==> src/rtl/assert_macros.svh <==
// assertion macros used by the level meter rtl
`ifndef ASSERT_MACROS_SVH
`define ASSERT_MACROS_SVH

`ifndef SYNTHESIS

// checked property, disabled while reset is low
`define MLM_ASSERT(lbl, clk, rstn, prop, msg) \
    lbl: assert property (@(posedge clk) disable iff (!rstn) prop) else $error(msg);

// checked property, also active during reset
`define MLM_ASSERT_ALWAYS(lbl, clk, prop, msg) \
    lbl: assert property (@(posedge clk) prop) else $error(msg);

`else

`define MLM_ASSERT(lbl, clk, rstn, prop, msg)
`define MLM_ASSERT_ALWAYS(lbl, clk, prop, msg)

`endif

`endif

==> src/rtl/mlm_pkg.sv <==
// types and constants of the microphone level meter
`default_nettype none

package mlm_pkg;

    localparam int SAMPLE_W  = 12;
    localparam int LEVEL_W   = 12;
    localparam int PCT_W     = 7;
    localparam int SUM_W     = 28;
    localparam int COUNT_W   = 16;
    localparam int DC_W      = 28;
    localparam int PROD_W    = 28;
    localparam int REM_W     = 16;
    localparam int STEP_W    = 4;

    // register indexes
    localparam logic [1:0] REG_DC_START = 2'd0;
    localparam logic [1:0] REG_DC_SHIFT = 2'd1;
    localparam logic [1:0] REG_WEIGHT   = 2'd2;
    localparam logic [1:0] REG_FULL     = 2'd3;

    // register reset values
    localparam logic [11:0] RST_DC_START = 12'd2048;
    localparam logic [3:0]  RST_DC_SHIFT = 4'd8;
    localparam logic [15:0] RST_WEIGHT   = 16'd4096;
    localparam logic [15:0] RST_FULL     = 16'd4095;

    localparam logic [15:0]      Q15_ONE   = 16'd32768;
    localparam logic [11:0]      LEVEL_MAX = 12'd4095;
    localparam logic [6:0]       PCT_MAX   = 7'd100;
    localparam logic [15:0]      PCT_MUL   = 16'd100;
    localparam logic [SUM_W-1:0] SUM_MAX   = 28'hFFFFFFF;

    // divider passes: block mean and percentage
    localparam logic [STEP_W-1:0] DIV_MEAN_STEPS = 4'd12;
    localparam logic [STEP_W-1:0] DIV_PCT_STEPS  = 4'd7;

    typedef struct packed {
        logic              start;
        logic [REM_W-1:0]  rem;
        logic [11:0]       bits;
        logic [STEP_W-1:0] steps;
        logic [REM_W-1:0]  divisor;
    } t_div_req;

    typedef struct packed {
        logic        done;
        logic [11:0] quot;
    } t_div_rsp;

endpackage

`default_nettype wire

==> src/rtl/microphone_level_meter.sv <==
// microphone level meter: dc removal, block mean magnitude, smoothed level
//
//  channel   direction  handshake               payload
//  s_axis    in         tvalid/tready           tdata sample, tlast last_in_block
//  m_axis    out        tvalid/tready           tdata level, level_percent
//  apb       in         psel/penable/pready     4 registers at 0x0..0xc
//
// a sample that does not end a block passes through accept, dc update and sum
// a block end adds the mean division (12 steps and done), the blend, the percent product,
// the start and run of the percent division and the output register; the percent division
// is skipped when the percent caps at 100
// reset is synchronous; a result waiting in the output register stalls the next block end
// in the output state, and no new samples are taken meanwhile
`default_nettype none
`include "assert_macros.svh"

module microphone_level_meter #(
    parameter int SAMPLE_BITS = 12,
    parameter int MAX_BLOCK   = 65535
) (
    input  wire logic        i_clk,
    input  wire logic        i_rst_n,
    // input samples
    input  wire logic        s_axis_tvalid,
    output logic             s_axis_tready,
    input  wire logic [15:0] s_axis_tdata,   // [11:0] sample
    input  wire logic        s_axis_tlast,   // last_in_block
    // results
    output logic             m_axis_tvalid,
    input  wire logic        m_axis_tready,
    output logic [23:0]      m_axis_tdata,   // [11:0] level, [18:12] level_percent
    // configuration
    input  wire logic        psel,
    input  wire logic        penable,
    input  wire logic        pwrite,
    input  wire logic [3:0]  paddr,
    input  wire logic [31:0] pwdata,
    output logic [31:0]      prdata,
    output logic             pready
);

    localparam logic [mlm_pkg::COUNT_W-1:0] MAX_BLK = mlm_pkg::COUNT_W'(MAX_BLOCK);
    localparam logic [mlm_pkg::SAMPLE_W-1:0] SAMPLE_MASK =
        mlm_pkg::SAMPLE_W'((64'd1 << SAMPLE_BITS) - 64'd1);

    localparam logic [3:0] ST_IDLE  = 4'd0;
    localparam logic [3:0] ST_DC    = 4'd1;
    localparam logic [3:0] ST_MAG   = 4'd2;
    localparam logic [3:0] ST_DIV   = 4'd3;
    localparam logic [3:0] ST_MULA  = 4'd4;
    localparam logic [3:0] ST_MULB  = 4'd5;
    localparam logic [3:0] ST_BLEND = 4'd6;
    localparam logic [3:0] ST_PMUL  = 4'd7;
    localparam logic [3:0] ST_PDIV0 = 4'd8;
    localparam logic [3:0] ST_PDIV  = 4'd9;
    localparam logic [3:0] ST_OUT   = 4'd10;

    logic [3:0] r_state;
    logic [3:0] n_state;

    // configuration registers
    logic [11:0] r_cfg_start;
    logic [3:0]  r_cfg_shift;
    logic [15:0] r_cfg_weight;
    logic [15:0] r_cfg_fs;

    // running state
    logic [mlm_pkg::DC_W-1:0]     r_dc;
    logic [mlm_pkg::LEVEL_W-1:0]  r_smoothed;
    logic [mlm_pkg::SUM_W-1:0]    r_sum;
    logic [mlm_pkg::COUNT_W-1:0]  r_count;

    // working registers
    logic [mlm_pkg::SAMPLE_W-1:0] r_x;
    logic                         r_last;
    logic [mlm_pkg::PROD_W-1:0]   r_prod;
    logic [mlm_pkg::PROD_W-1:0]   r_acc;
    logic [mlm_pkg::PCT_W-1:0]    r_pct;

    // output register
    logic                         r_out_valid;
    logic [mlm_pkg::LEVEL_W-1:0]  r_out_level;
    logic [mlm_pkg::PCT_W-1:0]    r_out_pct;

    mlm_pkg::t_div_req div_req;
    mlm_pkg::t_div_rsp div_rsp;

    logic                           cfg_wr;
    logic                           in_acc;
    logic [mlm_pkg::DC_W-1:0]       xq;
    logic signed [mlm_pkg::DC_W:0]  err;
    logic signed [mlm_pkg::DC_W:0]  err_sh;
    logic signed [mlm_pkg::DC_W:0]  dc_sum;
    logic signed [mlm_pkg::DC_W:0]  ac;
    logic [mlm_pkg::DC_W:0]         ac_abs;
    logic [mlm_pkg::LEVEL_W-1:0]    mag;
    logic [mlm_pkg::SUM_W:0]        sum_add;
    logic [mlm_pkg::SUM_W-1:0]      sum_sat;
    logic [mlm_pkg::COUNT_W-1:0]    count_inc;
    logic                           blk_end;
    logic [15:0]                    w_clip;
    logic [mlm_pkg::LEVEL_W-1:0]    mul_a;
    logic [15:0]                    mul_b;
    logic [mlm_pkg::PROD_W:0]       blend_sum;
    logic [13:0]                    blend;
    logic [mlm_pkg::LEVEL_W-1:0]    blend_sat;
    logic                           pct_ovf;
    logic [mlm_pkg::PCT_W-1:0]      pct_q;

    assign cfg_wr = psel && penable && pwrite && pready;
    assign in_acc = s_axis_tvalid && s_axis_tready;

    // dc tracker: estimate moves by the error shifted right arithmetically
    assign xq     = {r_x, 16'b0};
    assign err    = $signed({1'b0, xq}) - $signed({1'b0, r_dc});
    assign err_sh = err >>> r_cfg_shift;
    assign dc_sum = $signed({1'b0, r_dc}) + err_sh;

    // magnitude of the dc-removed sample, integer part only
    assign ac        = $signed({1'b0, xq}) - $signed({1'b0, r_dc});
    assign ac_abs    = ac[mlm_pkg::DC_W] ? (-ac) : ac;
    assign mag       = ac_abs[27:16];
    assign sum_add   = {1'b0, r_sum} + {17'b0, mag};
    assign sum_sat   = sum_add[mlm_pkg::SUM_W] ? mlm_pkg::SUM_MAX
                                               : sum_add[mlm_pkg::SUM_W-1:0];
    assign count_inc = r_count + 1'b1;
    assign blk_end   = r_last || (count_inc >= MAX_BLK);

    // shared multiplier operands
    assign w_clip = (r_cfg_weight > mlm_pkg::Q15_ONE) ? mlm_pkg::Q15_ONE : r_cfg_weight;

    always_comb begin
        mul_a = r_smoothed;
        mul_b = mlm_pkg::PCT_MUL;
        case (r_state)
            ST_MULA: begin
                mul_a = r_smoothed;
                mul_b = mlm_pkg::Q15_ONE - w_clip;
            end
            ST_MULB: begin
                mul_a = div_rsp.quot;
                mul_b = w_clip;
            end
            default: begin
                mul_a = r_smoothed;
                mul_b = mlm_pkg::PCT_MUL;
            end
        endcase
    end

    assign blend_sum = {1'b0, r_acc} + {1'b0, r_prod};
    assign blend     = blend_sum[28:15];
    assign blend_sat = (blend > {2'b0, mlm_pkg::LEVEL_MAX}) ? mlm_pkg::LEVEL_MAX
                                                            : blend[11:0];

    // a percent quotient of 128 or more cannot come from the 7-step pass
    assign pct_ovf = {4'b0, r_prod[18:7]} >= r_cfg_fs;
    assign pct_q   = (div_rsp.quot[6:0] > mlm_pkg::PCT_MAX) ? mlm_pkg::PCT_MAX
                                                            : div_rsp.quot[6:0];

    always_comb begin
        div_req = '0;
        case (r_state)
            ST_MAG: begin
                div_req.start   = blk_end;
                div_req.rem     = sum_sat[27:12];
                div_req.bits    = sum_sat[11:0];
                div_req.steps   = mlm_pkg::DIV_MEAN_STEPS;
                div_req.divisor = count_inc;
            end
            ST_PDIV0: begin
                div_req.start   = !pct_ovf;
                div_req.rem     = {4'b0, r_prod[18:7]};
                div_req.bits    = {r_prod[6:0], 5'b0};
                div_req.steps   = mlm_pkg::DIV_PCT_STEPS;
                div_req.divisor = r_cfg_fs;
            end
            default: begin
                div_req = '0;
            end
        endcase
    end

    mlm_div u_div (
        .i_clk   (i_clk),
        .i_rst_n (i_rst_n),
        .i_req   (div_req),
        .o_rsp   (div_rsp)
    );

    always_comb begin
        n_state = r_state;
        case (r_state)
            ST_IDLE:  if (in_acc) n_state = ST_DC;
            ST_DC:    n_state = ST_MAG;
            ST_MAG:   n_state = blk_end ? ST_DIV : ST_IDLE;
            ST_DIV:   if (div_rsp.done) n_state = ST_MULA;
            ST_MULA:  n_state = ST_MULB;
            ST_MULB:  n_state = ST_BLEND;
            ST_BLEND: n_state = ST_PMUL;
            ST_PMUL:  n_state = ST_PDIV0;
            ST_PDIV0: n_state = pct_ovf ? ST_OUT : ST_PDIV;
            ST_PDIV:  if (div_rsp.done) n_state = ST_OUT;
            ST_OUT:   if (!r_out_valid || m_axis_tready) n_state = ST_IDLE;
            default:  n_state = ST_IDLE;
        endcase
    end

    always_ff @(posedge i_clk) begin
        if (!i_rst_n) begin
            r_state      <= ST_IDLE;
            r_cfg_start  <= mlm_pkg::RST_DC_START;
            r_cfg_shift  <= mlm_pkg::RST_DC_SHIFT;
            r_cfg_weight <= mlm_pkg::RST_WEIGHT;
            r_cfg_fs     <= mlm_pkg::RST_FULL;
            r_dc         <= {mlm_pkg::RST_DC_START, 16'b0};
            r_smoothed   <= '0;
            r_sum        <= '0;
            r_count      <= '0;
            r_out_valid  <= 1'b0;
        end else begin
            r_state <= n_state;
            if (r_state == ST_OUT && (!r_out_valid || m_axis_tready)) begin
                r_out_valid <= 1'b1;
            end else if (m_axis_tvalid && m_axis_tready) begin
                r_out_valid <= 1'b0;
            end
            case (r_state)
                ST_DC: begin
                    r_dc <= dc_sum[mlm_pkg::DC_W-1:0];
                end
                ST_MAG: begin
                    if (blk_end) begin
                        r_sum   <= '0;
                        r_count <= '0;
                    end else begin
                        r_sum   <= sum_sat;
                        r_count <= count_inc;
                    end
                end
                ST_BLEND: begin
                    r_smoothed <= blend_sat;
                end
                default: begin
                end
            endcase
            if (cfg_wr) begin
                case (paddr[3:2])
                    mlm_pkg::REG_DC_START: begin
                        r_cfg_start <= pwdata[11:0];
                        r_dc        <= {pwdata[11:0], 16'b0};
                        r_smoothed  <= '0;
                    end
                    mlm_pkg::REG_DC_SHIFT: r_cfg_shift  <= pwdata[3:0];
                    mlm_pkg::REG_WEIGHT:   r_cfg_weight <= pwdata[15:0];
                    mlm_pkg::REG_FULL: begin
                        r_cfg_fs <= (pwdata[15:0] == 16'd0) ? mlm_pkg::RST_FULL
                                                            : pwdata[15:0];
                    end
                    default: begin
                    end
                endcase
            end
        end
    end

    // datapath registers
    always_ff @(posedge i_clk) begin
        if (in_acc) begin
            r_x    <= s_axis_tdata[11:0] & SAMPLE_MASK;
            r_last <= s_axis_tlast;
        end
        case (r_state)
            ST_MULA:  r_prod <= {16'b0, mul_a} * {12'b0, mul_b};
            ST_MULB: begin
                r_acc  <= r_prod;
                r_prod <= {16'b0, mul_a} * {12'b0, mul_b};
            end
            ST_PMUL:  r_prod <= {16'b0, mul_a} * {12'b0, mul_b};
            ST_PDIV0: r_pct  <= mlm_pkg::PCT_MAX;
            ST_PDIV:  if (div_rsp.done) r_pct <= pct_q;
            ST_OUT: begin
                if (!r_out_valid || m_axis_tready) begin
                    r_out_level <= r_smoothed;
                    r_out_pct   <= r_pct;
                end
            end
            default: begin
            end
        endcase
    end

    always_comb begin
        case (paddr[3:2])
            mlm_pkg::REG_DC_START: prdata = {20'b0, r_cfg_start};
            mlm_pkg::REG_DC_SHIFT: prdata = {28'b0, r_cfg_shift};
            mlm_pkg::REG_WEIGHT:   prdata = {16'b0, r_cfg_weight};
            mlm_pkg::REG_FULL:     prdata = {16'b0, r_cfg_fs};
            default:               prdata = '0;
        endcase
    end

    assign pready        = 1'b1;
    assign s_axis_tready = (r_state == ST_IDLE);
    assign m_axis_tvalid = r_out_valid;
    assign m_axis_tdata  = {5'b0, r_out_pct, r_out_level};

    `MLM_ASSERT(a_pct_cap, i_clk, i_rst_n, m_axis_tvalid |-> (m_axis_tdata[18:12] <= 7'd100), "percent above cap")
    `MLM_ASSERT(a_count_bound, i_clk, i_rst_n, r_count < MAX_BLK, "block count reached its limit")
    `MLM_ASSERT(a_div_done, i_clk, i_rst_n, div_rsp.done |-> (r_state == ST_DIV || r_state == ST_PDIV), "divider finished outside a wait state")
    `MLM_ASSERT(a_accept_dc, i_clk, i_rst_n, in_acc |=> (r_state == ST_DC), "accepted sample skipped the dc update")

endmodule

`default_nettype wire

==> src/rtl/mlm_div.sv <==
// iterative restoring divider, one quotient bit per cycle
`default_nettype none

module mlm_div (
    input  wire logic              i_clk,
    input  wire logic              i_rst_n,
    input  wire mlm_pkg::t_div_req i_req,
    output mlm_pkg::t_div_rsp      o_rsp
);

    logic                               r_busy;
    logic                               r_done;
    logic [mlm_pkg::STEP_W-1:0]         r_cnt;
    logic [mlm_pkg::REM_W-1:0]          r_rem;
    logic [mlm_pkg::REM_W-1:0]          r_div;
    logic [11:0]                        r_bits;
    logic [11:0]                        r_quot;

    logic [mlm_pkg::REM_W:0] trial;
    logic [mlm_pkg::REM_W:0] diff;
    logic                    ge;

    // remainder always stays below the divisor
    assign trial = {r_rem, r_bits[11]};
    assign diff  = trial - {1'b0, r_div};
    assign ge    = trial >= {1'b0, r_div};

    always_ff @(posedge i_clk) begin
        if (!i_rst_n) begin
            r_busy <= 1'b0;
            r_done <= 1'b0;
            r_cnt  <= '0;
        end else begin
            r_done <= 1'b0;
            if (i_req.start) begin
                r_busy <= 1'b1;
                r_cnt  <= i_req.steps;
            end else if (r_busy) begin
                r_cnt <= r_cnt - 1'b1;
                if (r_cnt == 1) begin
                    r_busy <= 1'b0;
                    r_done <= 1'b1;
                end
            end
        end
    end

    always_ff @(posedge i_clk) begin
        if (i_req.start) begin
            r_rem  <= i_req.rem;
            r_div  <= i_req.divisor;
            r_bits <= i_req.bits;
            r_quot <= '0;
        end else if (r_busy) begin
            r_rem  <= ge ? diff[mlm_pkg::REM_W-1:0] : trial[mlm_pkg::REM_W-1:0];
            r_bits <= {r_bits[10:0], 1'b0};
            r_quot <= {r_quot[10:0], ge};
        end
    end

    assign o_rsp.done = r_done;
    assign o_rsp.quot = r_quot;

endmodule

`default_nettype wire

==> config.mk <==
export PLATFORM = sky130hd
export DESIGN_NAME = microphone_level_meter
export DESIGN_NICKNAME = d
export VERILOG_FILES = /design/src/rtl/mlm_pkg.sv /design/src/rtl/microphone_level_meter.sv /design/src/rtl/mlm_div.sv
export VERILOG_INCLUDE_DIRS = /design/src /design/src/rtl
export SDC_FILE = /design/constraint.sdc
export NUM_CORES = 1
export LEC_CHECK = 0
export BUFFER_PORTS_ARGS = -buffer_cell sky130_fd_sc_hd__buf_2
export CAP_MARGIN = 20
export CORE_UTILIZATION = 55
export CTS_CLUSTER_SIZE = 25
export DETAILED_ROUTE_END_ITERATION = 8
export HOLD_SLACK_MARGIN = 0.08
export PLACE_DENSITY = 0.82
export SLEW_MARGIN = 5
export SYNTH_ARGS = -nofsm -noshare
export SYNTH_HDL_FRONTEND = slang
export SYNTH_HIERARCHICAL = 1
export SYNTH_SLANG_ARGS = --single-unit
export TNS_END_PERCENT = 1
==> constraint.sdc <==
create_clock -name i_clk -period 10.42 [get_ports i_clk]
set_clock_uncertainty 0.2 [all_clocks]
set_input_delay 0.521 -clock i_clk [delete_from_list [all_inputs] [get_ports i_clk]]
set_output_delay 0.521 -clock i_clk [all_outputs]
set_load 0.02 [all_outputs]
# Yosys cells after proc, flatten, opt, wreduce, memory -nomap -nowiden
# Index checks and enable logic that the tools add are counted.
# Widths: inputs -> output; s select.
# word_totals
register_bits,294
in_bits,60
wordCells,125
# op_classes
addsub,9
mul,1
magnitude_cmp,6
n_eq_ne,18
n_shift,1
n_mux,40
bitwise_logic,2
n_reduce_logical,24
# op_table
operator,count
$mux 28,6
$pmux 32 s4,1
$pmux 49 s2,1
$mux 16,6
$mux 12,7
$pmux 4 s11,1
$pmux 16 s2,1
$add 28x12->29,1
$add 28x28->29,1
$sshr 29x4->28,1
$sub 28x28->29,1
$add 28x28->28,1
$mul 12x16->28,1
$neg 28->28,1
$mux 4,6
$ge 17x16->1,1
$add 16x1->16 const B,1
$eq 4x3->1 const B,4
$ge 12x16->1,1
$ge 16x16->1 const B,1
$gt 16x16->1 const B,1
$logic_not 16->1,1
$sub 16x16->16,1
$sub 16x16->16 const A,1
24 further kinds,53

# Logic depth before layout (Yosys ltp)
# Gate-level depths: netlist of the first run.
# logic_depth
word_depth,7
ltp_mapped,35
mapped_depth_nobuf,32

# By module
# The synthesis of the first run kept the hierarchy.
# modules_own_cells
mod,n_inst,cells_per_inst,area_each_um2,seq_area_each_um2
microphone_level_meter,1,2655,22292.6,5595.4
mlm_div,1,358,3709.8,1681.6

# Worst setup path after synthesis of the first run
# OpenSTA, ideal clock, no wires.
# synth_timing
path_type,register to register
startpoint,reg r_cfg_weight[0]
endpoint,"reg r_prod[27] (netlist name), data pin"
setup_time_ns,0.264
arrival_ns,7.391
required_time_ns,9.956
setup_slack_ns,2.565
path_stages_with_launch,33
path_cell_list,dfxtp_1 > nor4_1 > nand3_1 > nor3_1 > nand2_1 > nand2_1 > nand2_1 > ha_1 > nor2_1 > nor2_1 > a311oi_1 > clkbuf_1 > nand2_1 > fa_1 > fa_1 > fa_1 > inv_1 > fa_1 > inv_1 > fa_1 > inv_1 > ha_1 > clkbuf_1 > a21oi_1 > inv_1 > a21oi_1 > o211ai_1 > o21ai_0 > a211oi_1 > nor2_1 > o211ai_1 > o31ai_1 > xnor2_1
# synth_between
elab_chain_len,5
# synth_rtl
item,line,source
from (decl),microphone_level_meter.sv:64,logic [15:0] r_cfg_weight;
from (signal assigned),microphone_level_meter.sv:214,r_cfg_weight <= mlm_pkg::RST_WEIGHT;
from (signal assigned),microphone_level_meter.sv:255,mlm_pkg::REG_WEIGHT: r_cfg_weight <= pwdata[15:0];
$gt 16x16->1,microphone_level_meter.sv:130,assign w_clip = (r_cfg_weight > mlm_pkg::Q15_ONE) ? mlm_pkg::Q15_ONE : r_cfg_weight;
$mux 16 (*),microphone_level_meter.sv:130,
$sub 16x16->16,microphone_level_meter.sv:138,mul_b = mlm_pkg::Q15_ONE - w_clip;
$pmux 16 s2 (*),microphone_level_meter.sv:135,case (r_state)
$mul 12x16->28 (*),"microphone_level_meter.sv:274, microphone_level_meter.sv:277, microphone_level_meter.sv:279",
to (signal assigned),microphone_level_meter.sv:274,"ST_MULA: r_prod <= {16'b0, mul_a} * {12'b0, mul_b};"
to (signal assigned),microphone_level_meter.sv:277,"r_prod <= {16'b0, mul_a} * {12'b0, mul_b};"
to (signal assigned),microphone_level_meter.sv:279,"ST_PMUL: r_prod <= {16'b0, mul_a} * {12'b0, mul_b};"
to (decl),microphone_level_meter.sv:76,logic [mlm_pkg::PROD_W-1:0] r_prod;
# Mark *: on every way between the ends. The rest lies on a longest branch, timed or not.
# A chain may end at the register's enable or synchronous reset.

# Final worst setup path of the first run
# layout_timing
startpoint,reg r_cfg_weight[1]
endpoint,"reg r_prod[27] (netlist name), data pin"
# Same word-level chain as after synthesis.

==> reports/qor.txt, run 1 <==
Vias per cell: 6.12
Final Util: 60.3%
Syn Area/Cell: 8.63 um2
DRT Pass-1 Iters: 6
Initial antenna violation count: 1
# port buffers: 74
Dominant cell type by area after synthesis: edfxtp_1
Main synth FF type: dfxtp_1
Die Wd: 219 um
Starting density of the core: 55.9%
Sequential cell area: 0.00728 mm2
CP Capture Type: register
Max Root-Sink Buffers: 3
Synth top area share: 16.1%
Area Growth Syn to Fin: 8.00%
End of the worst hold path: r_cfg_fs[0]$_SDFFE_PN1P_
Worst reg2reg path startpoint: r_cfg_weight[1]$_SDFFE_PN0P_
Fin. Hold Viols: 0
CTS tree: yes
First-pass GRT wire length: 112000 um
Min Tclk post-route: 9.56 ns
Crit share post-route: 91.7%
Cell variety after synth: 98
Worst R2R End: r_prod[27]$_DFFE_PP_
Synth cell count leaders: 372 x nand2_1, 260 x inv_1, 256 x nor2_1
Synth warn: 6
Crit path max fanout: 9
Row count: 79
Power density cells: 288 mW/mm2
Setup TNS: 0 ns
Worst hold stages: 3
Outcome: completed
Worst path max stage delay: 0.77 ns
Placed insts: 3563
RSZ-0062 raised after global routing: false
Nets@finish: 3400
Tot GR Track Use: 29.1%
Avg WL per Cell: 19.1 um
Grt total ovfl: 0
Min-delay src: pwdata[0]
Max transition margin: 22.2%
Slowest CP cell: nor4_1
Cell count after synthesis: 3013
Slew @ Worst Pin: 1.13 ns
Pre-CTS WS: 1.11 ns
FILL cells: 3905
Peak supply drop: 0.207 mV
Asr flop ratio synth: 0%
Cell with the most instances after synthesis: nand2_1
HP Class: in -> reg
Largest net degree at the start of global routing: 77
Worst-Skew Late Latency: 0.56 ns
Die area: 0.0482 mm2
Max Cap Viol: 0
Clk root buf: clkbuf_16
Syn Std Cell Area: 0.0260 mm2
Fmax: 0.105 GHz
Pins Over Slew Limit: 0
Antenna Nets Post-Route: 0
R2R depth: 32
Final non-filler cell total: 3653
GP Congestion: 0.934
Number of enable flip-flop cells after synthesis: 139
Setup crit start kind: register
Static Leak: 12.0 nW
H-tree levels: 2
Worst Path Required: 10.51 ns
DR iter-0 viols: 2407
Critical path class: reg -> reg
Die Span Y: 219 um
Total number of vias: 22.4k
Drt total wl: 69700 um
Top post-synthesis cells by area: edfxtp_1 16%, dfxtp_1 12%, fa_1 11%
CTS Buf Count: 35
Post-synthesis sequential area ratio: 28.0%
Setup ws final: 0.860 ns
R2R Setup Slk: 0.86 ns
IO Count: 119
Worst Path Arrival: 9.65 ns
Final setup fails: 0
Drt drc: 0
Clk sinks: 294
Multi-input combinational cell area: 0.0171 mm2
Reg clk slew, reported paths: 0.06 ns
Area of the core: 0.0466 mm2
Synthesized flop and latch total: 294
Share of cells above drive strength 1: 8.70%
Number of global-route vias before repair: 21.7k
DPL Wire Length: 51600 um
## through the flow
step	cell area [um2]	hold slack, ns	power [mW]
finish	28100	0.106	8.10
global placement	26700	0.207	6.53
detailed placement	26700	0.206	6.72
CTS	28000	0.0812	8.01
global route	28100	0.103	8.68
floorplan	26100	0.200	5.67
## per-layer routing
layer / global-route usage, % / vias up / share of wire, %
met5: 0 / - / 0
met4: 13.7 / 0 / 4.4
met3: 3.91 / 184 / 7.3
met2: 47.0 / 946 / 46
met1: 38.4 / 10800 / 42
li1: - / 10500 / -
## power breakdown
part / internal, mW / switching (mW) / leakage [nW]
Clock: 0.733 / 0.513 / 0.555
Sequential: 1.51 / 0.207 / 2.57
Combinational: 2.04 / 3.10 / 8.90
Total: 4.28 / 3.82 / 12.0
## cell usage in the layout (no fill, tap or decap), drive strengths merged, types with 35 or more instances in the layout
cell type  synthesis  routed
nand2            373     373
inv              262     266
nor2             259     259
a21oi            187     187
ha               178     178
dfxtp            155     155
fa               143     143
edfxtp           139     139
o21ai            134     134
buf               55     104
xnor2            101     101
mux2i             87      87
nor3              70      70
nand3             52      52
a21o              52      52
nor2b             49      49
clkbuf           124      44
mux2              41      41
a211oi            41      41
xor2              39      39
and2              35      35
## critical path, delay by kind of cell, from the launching register on
family / cells / cell delay (ns)
buf+inv: 4 / 0.28
fa+ha+maj: 7 / 3.20
simple gates: 11 / 3.01
xor+xnor: 1 / 0.11
flops: 1 / 0.37
compound gates: 9 / 2.10
## layout make-up
cell class	instances	area share, %
flip-flops and latches	294	25.9
well taps	607	2.70
clock inverters	20	0.815
diodes	1	0.00891
repair buffers	128	2.99
clock buffers	43	3.26
inverters	263	3.52
multi-input cells	2297	60.8
## cell families after synthesis
kind of cell             synth area share, %
AO/OA/AOI/OAI                           16.7
XOR/XNOR                                4.80
adder cells (fa/ha/maj)                 19.6
buffers and inverters                   6.87
flip-flops                              28.0
multiplexers                            5.57
other                                 0.0289
AND/OR/NAND/NOR                         18.5
## sequential cells by signal (all words and copies together), names as in the netlist, 7 cells and up
register,cells
r_prod,28
u_div/r_quot,12
r_x,12
r_acc,28
r_smoothed,12
r_out_pct,7
r_out_level,12
r_count,16
r_sum,28
u_div/r_bits,12
r_pct,7
r_dc,28
r_cfg_start,12
u_div/r_div,16
u_div/r_rem,16
r_cfg_weight,16
r_cfg_fs,16
## repair_timing
item | CTS | global route
hold buffers | 23 | 0
gates resized for setup | 0 | 0
setup buffers | 0 | 0
hold endpoints to repair | 29 | 0
## worst max-delay path by stage
stage                           endpoint  cells past startpoint  slack, ns                         start
floorplan           r_prod[27]$_DFFE_PP_                     32       2.56  r_cfg_weight[0]$_SDFFE_PN0P_
global placement    r_prod[27]$_DFFE_PP_                     32       1.40  r_cfg_weight[1]$_SDFFE_PN0P_
detailed placement  r_prod[27]$_DFFE_PP_                     32       1.11  r_cfg_weight[1]$_SDFFE_PN0P_
CTS                 r_prod[27]$_DFFE_PP_                     32       1.01  r_cfg_weight[1]$_SDFFE_PN0P_
global route        r_prod[27]$_DFFE_PP_                     32       0.19  r_cfg_weight[1]$_SDFFE_PN0P_
finish              r_prod[27]$_DFFE_PP_                     32       0.86  r_cfg_weight[1]$_SDFFE_PN0P_
No activity file was read; power rests on OpenSTA's default activity.
==> run 2, diff against run 1 <==
--- a/config.mk
+++ b/config.mk
@@ -16,6 +16,5 @@
 export SLEW_MARGIN = 5
 export SYNTH_ARGS = -nofsm -noshare
 export SYNTH_HDL_FRONTEND = slang
-export SYNTH_HIERARCHICAL = 1
 export SYNTH_SLANG_ARGS = --single-unit
 export TNS_END_PERCENT = 1
==> run 2 against run 1 <==
Sequential power fell by 8%. Fmax is 15% higher. Utilization grew 0.31 points. Synthesized cell count decreased by 2.9%. Global-route usage is 0.98 points higher. First-iteration DRC count fell by 0.79%. Non-clock buffer count increased by 2. Power fell by 16%. Final cell count decreased by 1.9%. Area after synthesis down 2.4%. Clock-buffer cell count up 2. Highest routed layer unchanged.
==> reports/qor.txt, run 2 <==
Outcome: completed
Crit share post-route: 79.6%
H-tree levels: 2
Fin. Hold Viols: 0
Max transition margin: 20.9%
WL met2: 31900 um
# port buffers: 74
Starting density of the core: 55.8%
Max Used Layer: met4
Setup ws final: 2.13 ns
Main synth FF type: dfxtp_1
Nets@finish: 3340
DR iter-0 viols: 2388
Final setup fails: 0
Grt total ovfl: 0
Fmax: 0.121 GHz
Worst Path Required: 10.56 ns
Area of the core: 0.0455 mm2
DRT Pass-1 Iters: 6
Row count: 78
CTS tree: yes
Setup TNS: 0 ns
Peak supply drop: 0.211 mV
Setup crit start kind: register
Synthesized flop and latch total: 294
Post-synthesis sequential area ratio: 28.7%
Largest net degree at the start of global routing: 54
Syn Std Cell Area: 0.0254 mm2
Resized cells post-CTS: 0
Leading cell type in the layout, fill and taps excluded: nand2_1
Cts hold-fix bufs: 24
Final Util: 60.6%
Drt drc: 0
Slew @ Worst Pin: 1.18 ns
Most frequent cells in the layout: 332 x nand2_1, 306 x nor2_1, 234 x inv_1, 199 x a21oi_1, 179 x ha_1
Die Wd: 217 um
Clk root buf: clkbuf_16
Avg WL per Cell: 19.8 um
GP Congestion: 0.930
Clk sinks: 294
Power density cells: 246 mW/mm2
Synth cell count leaders: 333 x nand2_1, 307 x nor2_1, 234 x inv_1
Dominant cell type by area after synthesis: edfxtp_1
Worst-path cell chain: nand2b_1 -> nor2_1 -> buf_4 -> nand2_1 -> mux2i_1 -> nor2_1 -> fa_1 -> inv_1 -> fa_1 -> inv_1 -> fa_1 -> fa_1 -> inv_1 -> fa_1 -> inv_1 -> ha_1 -> a21oi_1 -> nor2b_1 -> o21ai_0 -> o211ai_1 -> a31o_2 -> a31o_2 -> o311ai_0
Antenna Nets Post-Route: 0
Reg clk slew, reported paths: 0.06 ns
Die area: 0.0470 mm2
Pre-CTS WS: 2.13 ns
Crit path max fanout: 21
Syn Area/Cell: 8.67 um2
Cell count after synthesis: 2926
Synth warn: 0
Slowest CP cell: mux2i_1
Crit-path most repeated cell: fa_1
Min Tclk post-route: 8.29 ns
Vias per cell: 6.29
Share of cells above drive strength 1: 8.21%
Initial antenna violation count: 0
Die Span Y: 217 um
Total number of vias: 22.6k
RSZ-0062 raised after global routing: false
DPL Wire Length: 52400 um
Max Root-Sink Buffers: 3
Pins Over Slew Limit: 0
HP Class: in -> reg
CP Capture Type: register
Max Cap Viol: 0
Area Growth Syn to Fin: 8.66%
Worst Path Arrival: 8.43 ns
Post-CTS Setup Repair Bufs: 0
DR WL met3: 6850 um
Asr flop ratio synth: 0%
Top post-synthesis cells by area: edfxtp_1 16%, dfxtp_1 12%, fa_1 11%
Critical path class: reg -> reg
Worst-Skew Late Latency: 0.56 ns
Met1 WL: 29500 um
Tot GR Track Use: 30.1%
Synth top area share: 16.4%
CTS Buf Count: 34
IO Count: 119
Number of enable flip-flop cells after synthesis: 139
First-pass GRT wire length: 113000 um
Cell with the most instances after synthesis: nand2_1
Static Leak: 11.8 nW
Worst path max stage delay: 0.94 ns
Drt total wl: 70800 um
Number of global-route vias before repair: 21.7k
Cell variety after synth: 85
==> run 2: cell types whose count changed after synthesis, sizes merged, moves of 15 or more <==
cell,previous run,this run
inv,262,236
mux2i,87,65
xor2,39,56
nor4,33,18
nor2,259,308
buf,55,38
a21boi,34,3
nand2,373,333
o21a,13,28
==> run 2: cell type report <==
cell class                 count  area, um2
multi-input combinational   2261      16600
sequential                   294       7280
inverter                     237        890
clock inverter                16        214
tap                          600        751
clock buffer                  45        963
fill                        3809      17900
timing repair buffer         130        848
antenna                        1       2.50
==> run 2: critical path, delay by kind of cell, from the launching register on <==
family	cells	cell delay [ns]
flops	1	0.57
compound gates	6	1.54
fa+ha+maj	6	2.91
simple gates	5	1.46
buf+inv	5	0.40
mux	1	0.94
==> run 2: path summary, 6_finish.rpt <==
kind                                start                     endpoint  slack [ns]  cells past startpoint
setup reg to reg  r_state[3]$_SDFFE_PN0P_         r_prod[25]$_DFFE_PP_        2.13                     23
setup / recovery  r_state[3]$_SDFFE_PN0P_         r_prod[25]$_DFFE_PP_        2.13                     23
hold / removal                  pwdata[4]  r_cfg_start[4]$_SDFFE_PN0P_        0.11                      3
hold reg to reg    r_pct[2]$_SDFFCE_PN1P_       r_out_pct[2]$_DFFE_PP_        0.22                      0
==> run 2: kinds of logic (layout without fill, tap and decap cells) <==
family / Yosys count / after routing / synth area share (%)
and+or+nand+nor: 1008 / 1008 / 18.3
adders and majority gates: 322 / 322 / 20.1
muxes: 107 / 107 / 4.96
xor gates and xnor gates: 147 / 147 / 5.10
DFF: 294 / 294 / 28.7
AOI/OAI and AO/OA: 655 / 655 / 16.6
buffers and inverters: 391 / 428 / 6.19
other: 2 / 23 / 0.0296
==> run 2: stage by stage <==
step           total power [mW]  std cells  hold slack (ns)  area (um2)
2_1_floorplan              4.46       2946            0.200       25500
3_3_place_gp               5.22       3493            0.212       26100
3_5_place_dp               5.38       3494            0.210       26100
4_1_cts                    6.68       3579           0.0823       27500
5_1_grt                    7.20       3583           0.0976       27600
6_report                   6.78       3584            0.105       27600
==> run 2: layer usage <==
| metal | track usage (%) | vias up |
|---|---|---|
| met5 | 0 | - |
| met1 | 40.9 | 10900 |
| met2 | 47.7 | 1159 |
| met3 | 5.52 | 175 |
| met4 | 11.2 | 0 |
| li1 | - | 10300 |
==> run 2: report_power, final <==
group	leakage, nW	total, mW	internal, mW	switching, mW
logic	8.73	3.92	1.50	2.42
registers	2.55	1.58	1.43	0.153
clock network	0.570	1.28	0.759	0.525
total	11.8	6.78	3.69	3.09
